==> src/hdl/mgf_ram.sv <==
// Generic single-port RAM with registered read data.
// Width and depth are parameters; no package dependency.
module mgf_ram #(
	parameter int WIDTH = 8,
	parameter int DEPTH = 64
) (
	input  logic                     clk,
	input  logic                     we,
	input  logic                     re,
	input  logic [$clog2(DEPTH)-1:0] addr,
	input  logic [WIDTH-1:0]         wdata,
	output logic [WIDTH-1:0]         rdata
);

	logic [WIDTH-1:0] mem_q [DEPTH];

	always_ff @(posedge clk) begin
		if (we) begin
			mem_q[addr] <= wdata;
		end
		if (re) begin
			rdata <= mem_q[addr];
		end
	end

endmodule

==> config.mk <==
export PLATFORM = sky130hd
export DESIGN_NAME = mgf_ram
export DESIGN_NICKNAME = d
export VERILOG_FILES = /design/src/hdl/mgf_ram.sv
export SDC_FILE = /design/constraint.sdc
export NUM_CORES = 1
export LEC_CHECK = 0
export BUFFER_PORTS_ARGS = -buffer_cell sky130_fd_sc_hd__buf_2
export CAP_MARGIN = 15
export CORE_MARGIN = 5
export CORE_UTILIZATION = 40
export CTS_CLUSTER_SIZE = 8
export DETAILED_ROUTE_END_ITERATION = 7
export PLACE_DENSITY = 0.54
export SETUP_SLACK_MARGIN = 0.1
export SYNTH_ARGS = -nofsm -noshare
export SYNTH_HDL_FRONTEND = slang
export SYNTH_SLANG_ARGS = --single-unit
==> constraint.sdc <==
create_clock -name clk -period 3.06 [get_ports clk]
set_input_delay 0.306 -clock clk [delete_from_list [all_inputs] [get_ports clk]]
set_output_delay 0.306 -clock clk [all_outputs]
set_load 0.005 [all_outputs]
==> results.toml, run 1 <==
[status]
outcome = "finished clean"

[drt]
viasPerCell = 5.84
ant_nets = 0
wire_per_inst_um = 28.3
first_iter_violations = 1311
vias = 11800
remaining_drc_errors = 0
routed_wl_um = 57100
first_pass_iters = 5

[sta]
setup_viol = 0
layout_min_cycle_time_ns = 2.58
tns_ns = 0
drv_slew = 0
setup_ws_ns = 0.476
slew_headroom_pct = 20.0
max_freq_mhz = 387
finalCritPeriodShare_pct = 84.4
rsz0062_at_grt = "false"
hold_viol = 0
fin_skew_ns = 0.0280
worstMarginPinSlew_ns = 1.20

[floorplan]
coreArea_um2 = 51100
die_height_um = 237
rows = 83
die_area_um2 = 56000
die_x_um = 237
start_util_pct = 40.2
ios = 25

[synthesis]
syn_inst = 1171
synth-seq-cells = 520
syn_area_per_cell_um2 = 17.5
synth.top_cells.by_area = "edfxtp_1 76%, mux4_2 4.5%, mux2i_1 3.1%"
synth_area_um2 = 20500
yosys.area.top_type_share_pct = 76.1
yosysUniqueCellTypes = 55
synth_edf_count = 520
async_flop_share_pct = 0
syn_nets = 1188
synth_ff_type = "edfxtp_1"
yosysWarnings = 0
yosys.area.top_type = "edfxtp_1"
ys_seq_area_share_pct = 76.1

[critical_path]
crit_path_start = "addr[1]"
reg2reg_from = "mem_q[18][6]"
crit_slowest_cell = "o31ai_1"
slowest_delay_ns = 0.49
cp.arrival_ns = 2.91
path_class = "input port to flop"
rr_endpoint = "rdata[6]"
r2r_cells = 5
crit_path_end = "rdata[6]"
r2r_slack_ns = 0.62
path_delay_family = "compound AO/OA/AOI/OAI gates"
startpoint_type = "input port"
path_depth = 9
path_max_fanout = 26
path_cells = "buf_4 -> buf_12 -> buf_12 -> nand2b_1 -> buf_4 -> o22ai_1 -> o31ai_1 -> o221ai_1 -> or4_1"
crit_buf_inv = 4
crit_required_ns = 3.39
critPathCaptureType = "flop"

[final_layout]
layout_commonest_cell = "edfxtp_1"
diodes = 0
fin_util_pct = 47.5
fin_nets = 1354
finalNonFillerCells = 2020
nFillCells = 4339
syn_to_final_growth_pct = 18.3
drive_above_1_share_pct = 22.9
mostFrequentLayoutCells = "520 x edfxtp_1, 140 x buf_4, 81 x nor2_1, 77 x clkbuf_16, 63 x mux2i_1"

[global_route]
grt_antenna_before_repair = 1
first_global_vias = 11700
gr-total-overflow = 0
grt_max_degree = 65
grt_usage_pct = 20.2
grt_first_pass_wirelength_um = 83000

[worst_hold_path]
holdCritPathClass = "input port to flop"
hold_start = "re"

[placement]
gp_congestion = 0.860
io_buffers = 24
dp.cells = 1941
hpwl_um = 36500
dpl_worst_slack_ns = -0.0216

[cts]
insertion_delay_ns = 0.60
cts_tree = "done"
cts_num_sinks = 520
clockBufferDepth = 3
post_cts_buffers = 0
cts_resized = 0
cts_root_buffer = "clkbuf_16"
h-tree-depth = 3
hold_buffers = 0
cts_buffers = 74
path_clk_slew_ns = 0.05

[power_and_ir_drop]
max-vdd-ir-drop_mv = 0.369
power_density_nw_per_um2 = 656
p_leak_uw = 0.00806

[job]
maxCapViolCount = 0
cell usage after synthesis (12+ instances only):
cell type    n
a21oi_1     28
a221oi_1    21
a22oi_1     40
a31oi_1     15
buf_2       30
clkbuf_1    36
edfxtp_1   520
mux2i_1     63
mux4_2      41
nand2_1     45
nand2b_1    24
nand3b_1    12
nor2_1      82
o22ai_1     22
through the flow:
stage | power, uW | hold slack (ns) | instance area [um^2]
final | 15900 | 0.125 | 24300
after global placement | 8940 | 0.717 | 22300
after global routing | 16400 | 0.108 | 24300
after CTS | 16100 | 0.0901 | 24300
after floorplan | 8490 | 0.405 | 20500
after detailed placement | 8940 | 0.718 | 22300
power by group:
group / leakage (uW) / switching, uW / internal [uW] / total [uW]
combinational: 0.00242 / 566 / 300 / 866
clock: 0.000958 / 2730 / 4380 / 7100
sequential: 0.00469 / 25.4 / 7920 / 7950
total: 0.00806 / 3320 / 12600 / 15900
routing by layer:
metal	part of all wire, %	routed length, um	track usage [%]	vias up
met1	43	24400	28.7	6127
met5	0	0	0	-
li1	-	-	-	5065
met3	7.5	4300	3.68	97
met2	47	26800	31.8	500
met4	2.8	1600	6.73	0
flip-flops by register name, summed over array words and instances, names as in the netlist:
| signal | flops |
|---|---|
| rdata | 8 |
| mem_q | 512 |
kinds of logic after synthesis:
kind of cell / share of synthesized area (%)
buffers and inverters: 1.97
and+or+nand+nor: 5.69
muxes: 8.23
DFF: 76.1
AOI/OAI and AO/OA: 8.04
layout make-up:
class	count	area (um^2)	share of cell area, %
clock inverter	2	17.5	0.0721
multi-input combinational	567	4510	18.6
inverter	3	11.3	0.0464
tap	680	851	3.50
timing repair buffer	171	1350	5.55
sequential	520	15600	64.3
clock buffer	77	1930	7.93
worst register-to-register path: cells and delay by family, from the launching register on:
kind	cells	cell delay (ns)
AO/OA/AOI/OAI	3	1.02
AND/OR/NAND/NOR	1	0.49
flip-flops	1	0.37
multiplexers	1	0.31
worst min-delay path by stage:
stage,to,slack [ns],depth (start not counted)
2_1_floorplan,mem_q[0][0],0.40,0
3_3_place_gp,rdata[5],0.72,1
3_5_place_dp,rdata[5],0.72,1
4_1_cts,rdata[5],0.09,1
5_1_grt,rdata[5],0.11,1
6_report,rdata[5],0.12,1
Power figures use the tool's default switching activity.
==> run 2: changes to the inputs <==
- PLACE_DENSITY: 0.54 -> 0.56
- clock period: 3.06 -> 2.25 ns (I/O delays scaled with it)
==> results.toml, run 2 (synthesized netlist as in run 1, its figures left out) <==
[drt]
vias = 12000
ant_nets = 0
remaining_drc_errors = 0
wire_per_inst_um = 26.4
routed_wl_um = 56500
viasPerCell = 5.59
first_pass_iters = 5
first_iter_violations = 1190

[floorplan]
die_height_um = 237
ios = 25
start_util_pct = 40.2
die_x_um = 237
die_area_um2 = 56000
rows = 83
coreArea_um2 = 51100

[final_layout]
largest_reg_flops = 512
mostFrequentLayoutCells = "520 x edfxtp_1, 226 x buf_4, 78 x clkbuf_16, 63 x mux2i_1, 56 x nor2_1"
nFillCells = 4201
syn_to_final_growth_pct = 25.8
fin_nets = 1475
seqCellArea_um2 = 15600
layout_commonest_cell = "edfxtp_1"
fin_util_pct = 50.6
multiInputGateArea_um2 = 4710
regMostFlops = "mem_q"
top_regs = "mem_q x512, rdata x8"
drive_above_1_share_pct = 31.9
diodes = 0
finalNonFillerCells = 2142

[sta]
max_freq_mhz = 432
setup_viol = 1
layout_min_cycle_time_ns = 2.31
finalCritPeriodShare_pct = 103
worstMarginPinSlew_ns = 0.973
drv_slew = 0
fin_skew_ns = 0.0237
slew_headroom_pct = 34.9
rsz0062_at_grt = "true"
setup_ws_ns = -0.0648
tns_ns = -0.0648
hold_viol = 0

[cts]
cts_tree = "done"
clockBufferDepth = 3
h-tree-depth = 3
cts_buffers = 75
insertion_delay_ns = 0.58
cts_num_sinks = 520
cts_root_buffer = "clkbuf_16"
path_clk_slew_ns = 0.05
post_cts_buffers = 0

[status]
violations = "setup timing"
outcome = "finished, violations left"

[critical_path]
critPathCaptureType = "flop"
startpoint_type = "flop"
path_delay_family = "multiplexers"
crit_slowest_cell = "or4b_1"
path_max_fanout = 1
crit_buf_inv = 1
path_class = "flop to flop"
crit_required_ns = 2.57
cp.arrival_ns = 2.64
path_cells = "mux2_4 -> mux4_2 -> o21ai_2 -> buf_6 -> o2111ai_4 -> or4b_1"
slowest_delay_ns = 0.50

[job]
maxCapViolCount = 0

[placement]
io_buffers = 24
dpl_worst_slack_ns = -0.445
gp_congestion = 0.893
hpwl_um = 38200
dp.cells = 2061

[worst_hold_path]
holdCritPathClass = "input port to flop"

[power_and_ir_drop]
power_density_nw_per_um2 = 848
p_leak_uw = 0.00880
max-vdd-ir-drop_mv = 0.501
power.total_uw = 21900

[global_route]
gr-total-overflow = 0
grt_antenna_before_repair = 0
grt_max_degree = 65
first_global_vias = 12300
grt_first_pass_wirelength_um = 83400
grt_usage_pct = 20.2
-- run 2: what timing repair did --
item	in CTS	in global routing
gates resized for setup	10	7
hold buffers	0	0
hold endpoints to repair	0	0
pin swaps	3	2
endpoints found under the setup margin	4	5
-- run 2: worst paths after layout --
kind                start  endpoint  slack [ns]  cells after the start
min reg2reg  mem_q[16][6]  rdata[6]        0.84                      4
max reg2reg   mem_q[2][7]  rdata[7]       -0.06                      6
max           mem_q[2][7]  rdata[7]       -0.06                      6
min                    re  rdata[2]        0.04                      1
-- run 2: area by class of cell --
class,instances,share of cell area (%)
Inverter,3,0.0436
Tap cell,680,3.29
Clock buffer,78,7.56
Sequential cell,520,60.4
Multi-Input combinational cell,567,18.2
Clock inverter,3,0.111
Timing Repair Buffer,291,10.3
-- run 2: through the flow --
| step | hold WS [ns] | instance area, um^2 |
|---|---|---|
| after floorplan | 0.324 | 20700 |
| after CTS | 0.00947 | 25800 |
| after global placement | 0.623 | 23800 |
| after global routing | 0.0254 | 25800 |
| final | 0.0445 | 25800 |
| after detailed placement | 0.622 | 23800 |
-- run 2: power breakdown --
group	leakage, uW	switching [uW]	internal (uW)
logic	0.00314	817	577
registers	0.00469	27.4	10800
clock network	0.000974	3690	6030
-- run 2: metal layers --
metal / vias up / routed length [um] / share of wire [%] / track usage, %
met4: 0 / 1760 / 3.1 / 7.22
li1: 5313 / - / - / -
met5: - / 0 / 0 / 0
met2: 462 / 26900 / 48 / 32.4
met3: 81 / 3940 / 7.0 / 4.04
met1: 6118 / 23800 / 42 / 27.7
==> run 3: changes to the inputs <==
- PLACE_DENSITY: 0.56 -> 0.54
- clock period: 2.25 -> 2.75 ns (I/O delays scaled with it)
==> results.toml, run 3 (synthesized netlist as in run 1, its figures left out) <==
[floorplan]
start_util_pct = 40.2
rows = 83
die_area_um2 = 56000
ios = 25
die_x_um = 237
die_height_um = 237
coreArea_um2 = 51100

[final_layout]
diodes = 0
drive_above_1_share_pct = 24.3
mostFrequentLayoutCells = "520 x edfxtp_1, 153 x buf_4, 81 x nor2_1, 77 x clkbuf_16, 63 x mux2i_1"
regMostFlops = "mem_q"
nFillCells = 4312
syn_to_final_growth_pct = 19.9
top_regs = "mem_q x512, rdata x8"
fin_util_pct = 48.2
fin_nets = 1377
layout_commonest_cell = "edfxtp_1"
largest_reg_flops = 512

[sta]
rsz0062_at_grt = "false"
worstMarginPinSlew_ns = 0.905
setup_ws_ns = 0.417
layout_min_cycle_time_ns = 2.33
fin_skew_ns = 0.0289
finalCritPeriodShare_pct = 84.8
drv_slew = 0
slew_headroom_pct = 39.7
setup_viol = 0
tns_ns = 0
hold_viol = 0
max_freq_mhz = 429

[worst_hold_path]
holdCritPathClass = "input port to flop"
hold_depth = 1

[drt]
vias = 11800
viasPerCell = 5.76
wire_per_inst_um = 27.8
ant_nets = 0
first_iter_violations = 1187
remaining_drc_errors = 0
first_pass_iters = 7
routed_wl_um = 57000

[critical_path]
path_max_fanout = 1
cp.arrival_ns = 2.67
r2r_slack_ns = 0.42
crit_required_ns = 3.08
r2r_cells = 5
startpoint_type = "flop"
critPathCaptureType = "flop"
path_class = "flop to flop"

[placement]
dpl_worst_slack_ns = -0.0674
io_buffers = 24
gp_congestion = 0.842
hpwl_um = 37100

[global_route]
grt_antenna_before_repair = 0
grt_max_degree = 65
first_global_vias = 11700
grt_first_pass_wirelength_um = 82300
grt_usage_pct = 20.1
gr-total-overflow = 0

[cts]
post_cts_buffers = 0
cts_resized = 0
cts_tree = "done"
cts_num_sinks = 520
path_clk_slew_ns = 0.05
cts_buffers = 75
clockBufferDepth = 3
h-tree-depth = 3
insertion_delay_ns = 0.60
hold_buffers = 0
cts_root_buffer = "clkbuf_16"

[power_and_ir_drop]
max-vdd-ir-drop_mv = 0.441
power_density_nw_per_um2 = 726
p_leak_uw = 0.00823

[status]
outcome = "finished clean"

[job]
maxCapViolCount = 0
run 3: path summary, 6_finish.rpt:
path	from	endpoint
max	mem_q[23][6]	rdata[6]
min reg2reg	mem_q[3][0]	rdata[0]
min	re	rdata[4]
max reg2reg	mem_q[23][6]	rdata[6]
run 3: area by class of cell:
type | count | area (um^2) | area share (%)
Sequential cell | 520 | 15600 | 63.5
Multi-Input combinational cell | 567 | 4510 | 18.3
Inverter | 3 | 11.3 | 0.0458
Timing Repair Buffer | 193 | 1620 | 6.57
Clock inverter | 6 | 67.6 | 0.275
Tap cell | 680 | 851 | 3.46
Clock buffer | 79 | 1930 | 7.86
run 3: power by group:
group / internal, uW / switching (uW) / total [uW]
sequential: 8820 / 27.8 / 8840
clock: 4920 / 3110 / 8030
combinational: 367 / 630 / 997
run 3: metrics by stage:
stage                     total power, uW  cell area (um^2)  std cells  hold WS (ns)
after global routing                18400             24600       2048        0.0728
final                               17900             24600       2048        0.0944
after detailed placement             9990             22600       1963         0.695
after CTS                           18000             24600       2048        0.0584
after floorplan                      9450             20500       1171         0.374
after global placement               9980             22600       1962         0.691
run 3: worst max-delay path, stage by stage (launching register included):
cell and delay, ns:
edfxtp_1 0.36, mux2i_1 0.37, o22ai_1 0.14, o31ai_1 0.47
o221ai_1 0.30, or4_1 0.44
run 3: layer usage:
metal	up-vias	global-route usage [%]	wire length (um)
li1	5113	-	-
met1	6137	29.0	24900
met2	464	30.6	26100
met3	85	4.05	4260
met4	0	7.08	1670
met5	-	0	0
